===== src/rtl/eul_pkg.sv =====
`timescale 1ns / 1ps

package eul_pkg;

	// Signed Q.30 working format of the trig and product path
	typedef logic signed [31:0] q30_t;
	typedef logic signed [15:0] q14_t;

	// Angle scaled to Q.30 before range reduction: +/-4 rad needs 33 bits, held in 34
	localparam int ZQ_W = 34;
	typedef logic signed [ZQ_W-1:0] zq_t;

	localparam zq_t PI_Q30      = 34'sd3373259426;
	localparam zq_t HALF_PI_Q30 = 34'sd1686629713;

	// Gain-compensated start value, K for unlimited iterations
	localparam q30_t GAIN_Q30 = 32'sd652032874;

	localparam int TABLE_LEN   = 30;
	localparam int TABLE_IDX_W = 5;

	// atan(2^-i) in Q.30, rounded to nearest
	localparam q30_t ATAN_Q30 [TABLE_LEN] = '{
		32'sd843314857, 32'sd497837829, 32'sd263043836, 32'sd133525159,
		32'sd67021687,  32'sd33543516,  32'sd16775851,  32'sd8388437,
		32'sd4194283,   32'sd2097149,   32'sd1048576,   32'sd524288,
		32'sd262144,    32'sd131072,    32'sd65536,     32'sd32768,
		32'sd16384,     32'sd8192,      32'sd4096,      32'sd2048,
		32'sd1024,      32'sd512,       32'sd256,       32'sd128,
		32'sd64,        32'sd32,        32'sd16,        32'sd8,
		32'sd4,         32'sd2
	};

	// Lane handshake status toward the top level
	typedef struct packed {
		logic ready;
		logic done;
	} lane_stat_t;

	// Raw lane result: x is cosine, y is sine, flip negates both
	typedef struct packed {
		logic flip;
		q30_t x;
		q30_t y;
	} trig_t;

endpackage


===== src/rtl/eul_cordic_lane.sv =====
`timescale 1ns / 1ps

module eul_cordic_lane import eul_pkg::*; #(
	parameter int ANGLE_BITS = 16,
	parameter int ITERATIONS = 14
) (
	input  logic                         clk,
	input  logic                         arst_n,
	input  logic                         start,
	input  logic                         take,
	input  logic signed [ANGLE_BITS-1:0] angle,
	output lane_stat_t                   stat,
	output trig_t                        trig
);

	localparam int N     = (ITERATIONS > TABLE_LEN) ? TABLE_LEN : ITERATIONS;
	localparam int CNT_W = $clog2(N);
	localparam logic [CNT_W-1:0] LAST = CNT_W'(N - 1);

	logic             busy_q;
	logic             done_q;
	logic [CNT_W-1:0] cnt_q;
	logic             flip_q;
	q30_t             x_q;
	q30_t             y_q;
	q30_t             z_q;

	zq_t  z_in;
	zq_t  z_red;
	logic flip_in;
	logic dir;
	q30_t dx;
	q30_t dy;
	q30_t atan_i;
	logic last_iter;

	// Scale Q3.(ANGLE_BITS-3) to Q.30, fold into [-pi/2, pi/2]
	always_comb begin
		z_in    = ZQ_W'(angle) <<< (33 - ANGLE_BITS);
		z_red   = z_in;
		flip_in = 1'b0;
		if (z_in > HALF_PI_Q30) begin
			z_red   = z_in - PI_Q30;
			flip_in = 1'b1;
		end else if (z_in < -HALF_PI_Q30) begin
			z_red   = z_in + PI_Q30;
			flip_in = 1'b1;
		end
	end

	assign dir       = ~z_q[31];
	assign dx        = y_q >>> cnt_q;
	assign dy        = x_q >>> cnt_q;
	assign atan_i    = ATAN_Q30[TABLE_IDX_W'(cnt_q)];
	assign last_iter = busy_q && (cnt_q == LAST);

	always_ff @(posedge clk or negedge arst_n) begin
		if (!arst_n) begin
			busy_q <= 1'b0;
			done_q <= 1'b0;
			cnt_q  <= '0;
		end else begin
			if (start) begin
				busy_q <= 1'b1;
				cnt_q  <= '0;
			end else if (busy_q) begin
				if (cnt_q == LAST)
					busy_q <= 1'b0;
				else
					cnt_q <= cnt_q + 1'b1;
			end
			if (last_iter)
				done_q <= 1'b1;
			else if (take)
				done_q <= 1'b0;
		end
	end

	// One micro-rotation per cycle, shift amount tracks the step count
	always_ff @(posedge clk) begin
		if (start) begin
			x_q    <= GAIN_Q30;
			y_q    <= '0;
			z_q    <= z_red[31:0];
			flip_q <= flip_in;
		end else if (busy_q) begin
			if (dir) begin
				x_q <= x_q - dx;
				y_q <= y_q + dy;
				z_q <= z_q - atan_i;
			end else begin
				x_q <= x_q + dx;
				y_q <= y_q - dy;
				z_q <= z_q + atan_i;
			end
		end
	end

	assign stat.ready = !busy_q && (!done_q || take);
	assign stat.done  = done_q;
	assign trig.flip  = flip_q;
	assign trig.x     = x_q;
	assign trig.y     = y_q;

`ifndef NO_ASSERTIONS
	a_last_sets_done: assert property (@(posedge clk) disable iff (!arst_n)
		last_iter |=> (done_q && !busy_q))
		else $error("lane did not finish after its last step");
`endif

endmodule


===== config.mk =====
export PLATFORM = sky130hd
export DESIGN_NAME = eul_cordic_lane
export DESIGN_NICKNAME = d
export VERILOG_FILES = /design/src/rtl/eul_pkg.sv /design/src/rtl/eul_cordic_lane.sv
export SDC_FILE = /design/constraint.sdc
export NUM_CORES = 1
export LEC_CHECK = 0
export ABC_AREA = 1
export BUFFER_PORTS_ARGS = -buffer_cell sky130_fd_sc_hd__buf_2
export CORE_UTILIZATION = 40
export CTS_CLUSTER_DIAMETER = 80
export DETAILED_ROUTE_END_ITERATION = 6
export HOLD_SLACK_MARGIN = 0.05
export PLACE_DENSITY = 0.56
export SYNTH_ARGS = -nofsm -noshare
export SYNTH_HDL_FRONTEND = slang
export SYNTH_SLANG_ARGS = --single-unit

===== constraint.sdc =====
create_clock -name clk -period 3.7 [get_ports clk]
set_input_delay 0.37 -clock clk [delete_from_list [all_inputs] [get_ports clk]]
set_output_delay 0.37 -clock clk [all_outputs]
set_load 0.02 [all_outputs]

==> flow_metrics.tcl <==
set metrics [dict create \
    wirelength_um 64600 \
    synth.area.mux_share_pct 0 \
    startpoint_type "register" \
    vias 20200 \
    r2r_setup_slack_ns -0.54 \
    grt_pass1_vias 19700 \
    die_y_um 198 \
    hold_viol 0 \
    diodes 0 \
    rows 71 \
    synth_ff_type "dfxtp_1" \
    post-place-cells 3738 \
    slew_viol_final 0 \
    r2r_cells 23 \
    path_class "reg -> reg" \
    ys_seq_elements 103 \
    grt_usage_pct 32.8 \
    via_per_inst 5.28 \
    synthArstFlopShare_pct 5.83 \
    worstHoldStart "take" \
    drive_gt1_share_pct 40.8 \
    fillCellCount 3426 \
    fin_worst_skew_ns 0.0194 \
    cts.sinks 103 \
    start_util_pct 40.8 \
    io-pin-count 87 \
    yosys.area_share.adder_pct 10.1 \
    synthCells 2583 \
    violations "setup timing" \
    regArea_mm2 0.00243 \
    cts.clk_slew.worst_paths_ns 0.09 \
    finalCritPeriodShare_pct 115 \
    synth.distinct_cells 60 \
    cts_buffers 9 \
    worst_r2r_startpoint "cnt_q[0]$_DFFE_PN0P_" \
    hp-class "in -> reg" \
    cts.htree.levels 3 \
    synth-edff-count 33 \
    final_cells 3829 \
    dp_hpwl_um 48700 \
    synth.net_count 2726 \
    cts-root-buf "clkbuf_16" \
    grt_pass1_wl_um 101000 \
    slew_headroom_pct 40.2 \
    syn2layout_area_growth_pct 58.4 \
    r2r_end "z_q[31]$_DFFE_PP_" \
    worstHoldEndpoint "done_q$_DFFE_PN0P_" \
    ant_nets 0 \
    dieArea_mm2 0.0393 \
    end_kind "register" \
    drtIter0Drc 1384 \
    synthXorXnorAreaFrac_pct 6.82 \
    crit_required_ns 3.84 \
    synth_top_family_by_area "simple AND/OR/NAND/NOR gates" \
    fin_nets 3456 \
    firstDrtPassIters 7 \
    avgRoutedWirePerCell_um 16.9 \
    tightest_slew_ns 0.896 \
    die_x_um 198 \
    synth_compound_area_share_pct 18.6 \
    rsz0062_at_grt "yes" \
    grt_max_degree 46 \
    finalCriticalPeriod_ns 4.24 \
    cp.arrival_ns 4.38 \
    holdPathStages 2 \
    place.gp.congestion 0.976 \
    cts_tree "built" \
    drc 0 \
    max_freq_mhz 236 \
    ys_warn_count 0 \
    netlist_area_mm2 0.0154 \
    synth-simple-area-share_pct 37.9 \
    clk_latency_ns 0.41 \
    dp_slack_ns -0.775 \
    setup_viol 64 \
    place.port_buffers 86 \
    core-area_mm2 0.0378 \
    critPathMaxFanout 6 \
    setup_ws_ns -0.540 \
    antenna_found_initial 0 \
    ys_seq_area_share_pct 15.7 \
    drv_cap 0 \
    cp-startpoint "cnt_q[0]$_DFFE_PN0P_" \
    synth.avg_cell_area_um2 5.96 \
    grt-ovfl-total 0 \
    outcome "finished with violations" \
    multi_input_area_mm2 0.0137 \
    clockBufferDepth 2 \
]
## registers in the layout (all words and copies together) (netlist names)
name    cells
busy_q      1
cnt_q       4
flip_q      1
x_q        32
y_q        32
done_q      1
z_q        32
## worst max-delay path, cell delays in order (launching register included)
cell and delay [ns]:
dfrtp_2 0.50, buf_4 0.17, buf_4 0.16, nor2_1 0.10
a221oi_4 0.32, inv_2 0.09, nor3_4 0.21, nand2_2 0.13
buf_4 0.16, or2_4 0.26, nand2_4 0.11, xnor2_2 0.09
ha_1 0.35, buf_4 0.16, nand2_1 0.08, o21a_1 0.21
o21ai_1 0.10, a21oi_1 0.12, o21ai_1 0.07, buf_4 0.16
nand2_1 0.08, nand3_2 0.08, xor2_1 0.18, o22ai_1 0.09
## routing by layer
metal,routed length (µm),up-vias,global-route usage (%)
met5,0,-,0
met4,1770,0,11.5
met3,3670,112,5.20
met2,28800,612,52.3
met1,30400,9440,44.5
li1,-,10100,-
## cell type report
type                            instances  share of cell area [%]
Clock buffer                            9                   0.923
Clock inverter                          7                   0.292
Inverter                              293                    4.54
Multi-Input combinational cell       2096                    56.1
Sequential cell                       103                    9.95
Tap cell                              511                    2.62
Timing Repair Buffer                  810                    25.5
## placed cells by master (no fill, tap or decap), drive strengths merged, types with 2 or more instances in the layout
cell type / Yosys / routed
a211oi: 3 / 3
a21boi: 12 / 12
a21o: 6 / 6
a21oi: 191 / 191
a221oi: 4 / 4
a31oi: 24 / 24
and2: 2 / 2
buf: 68 / 808
clkbuf: 23 / 9
clkinv: 0 / 2
dfrtp: 6 / 6
dfxtp: 64 / 64
edfxtp: 33 / 33
fa: 3 / 3
ha: 120 / 120
inv: 293 / 298
nand2: 689 / 689
nand3: 293 / 293
nand4: 26 / 26
nor2: 283 / 283
nor3: 27 / 27
nor3b: 2 / 2
nor4: 10 / 10
o2111ai: 2 / 2
o211ai: 17 / 17
o21a: 11 / 11
o21ai: 203 / 203
o21bai: 4 / 4
o221ai: 4 / 4
o22ai: 10 / 10
o31ai: 11 / 11
o32ai: 2 / 2
or2: 11 / 11
xnor2: 37 / 37
xor2: 83 / 83
## cells by family (layout without fill, tap and decap cells)
logic type	count (synthesis)	in the layout
and+or+nand+nor	1344	1344
AOI/OAI and AO/OA	509	509
buffers and inverters	384	1119
adders and majority gates	123	123
xor gates and xnor gates	120	120
DFF	103	103
## per-stage QoR
stage	TNS, ns	hold slack (ns)	area [µm²]	util (%)
after global placement	-20.86	0.210	21000	55.7
after floorplan	-0.0537	0.0744	15500	-
after detailed placement	-23.61	0.217	21000	55.7
after CTS	-14.13	0.144	23700	62.8
final	-18.80	0.155	24400	64.6
after global routing	-35.38	0.165	24400	64.6
## worst max path at each step
| stage | to | slack [ns] | cells past startpoint |
|---|---|---|---|
| 6_report | z_q[31]$_DFFE_PP_ | -0.54 | 23 |
| 5_1_grt | y_q[31]$_SDFFE_PP0P_ | -0.82 | 35 |
| 4_1_cts | x_q[29]$_SDFFE_PP1P_ | -0.45 | 27 |
| 3_5_place_dp | x_q[29]$_SDFFE_PP1P_ | -0.77 | 28 |
| 3_3_place_gp | x_q[31]$_SDFFE_PP0P_ | -0.76 | 30 |
| 2_1_floorplan | z_q[26]$_DFFE_PP_ | -0.04 | 29 |
## timing repair
action,4_1_cts,5_1_grt
pin swaps,120,77
endpoints found under the hold margin,6,0
gates cloned,6,0
resized for setup,443,152
setup buffers,58,11
endpoints found under the setup margin,64,72
hold buffers,1,0
## synthesized netlist by cell type, types with 17 or more instances
cell | instances | area (µm²)
nand2_1 | 653 | 2450
inv_1 | 282 | 1060
nand3_1 | 282 | 1410
nor2_1 | 264 | 991
a21oi_1 | 188 | 941
o21ai_0 | 183 | 916
ha_1 | 120 | 1500
xor2_1 | 83 | 727
dfxtp_1 | 64 | 1280
xnor2_1 | 37 | 324
edfxtp_1 | 33 | 991
nand2_2 | 33 | 206
nand4_1 | 26 | 163
nor3_1 | 25 | 125
a31oi_1 | 24 | 150
clkbuf_1 | 23 | 86.3
buf_2 | 22 | 110
o21ai_1 | 18 | 90.1
o211ai_1 | 17 | 128
Power is left out: the tool's default activity adds up to more than one toggle a clock period on the data nets, which glitch-free logic cannot reach.
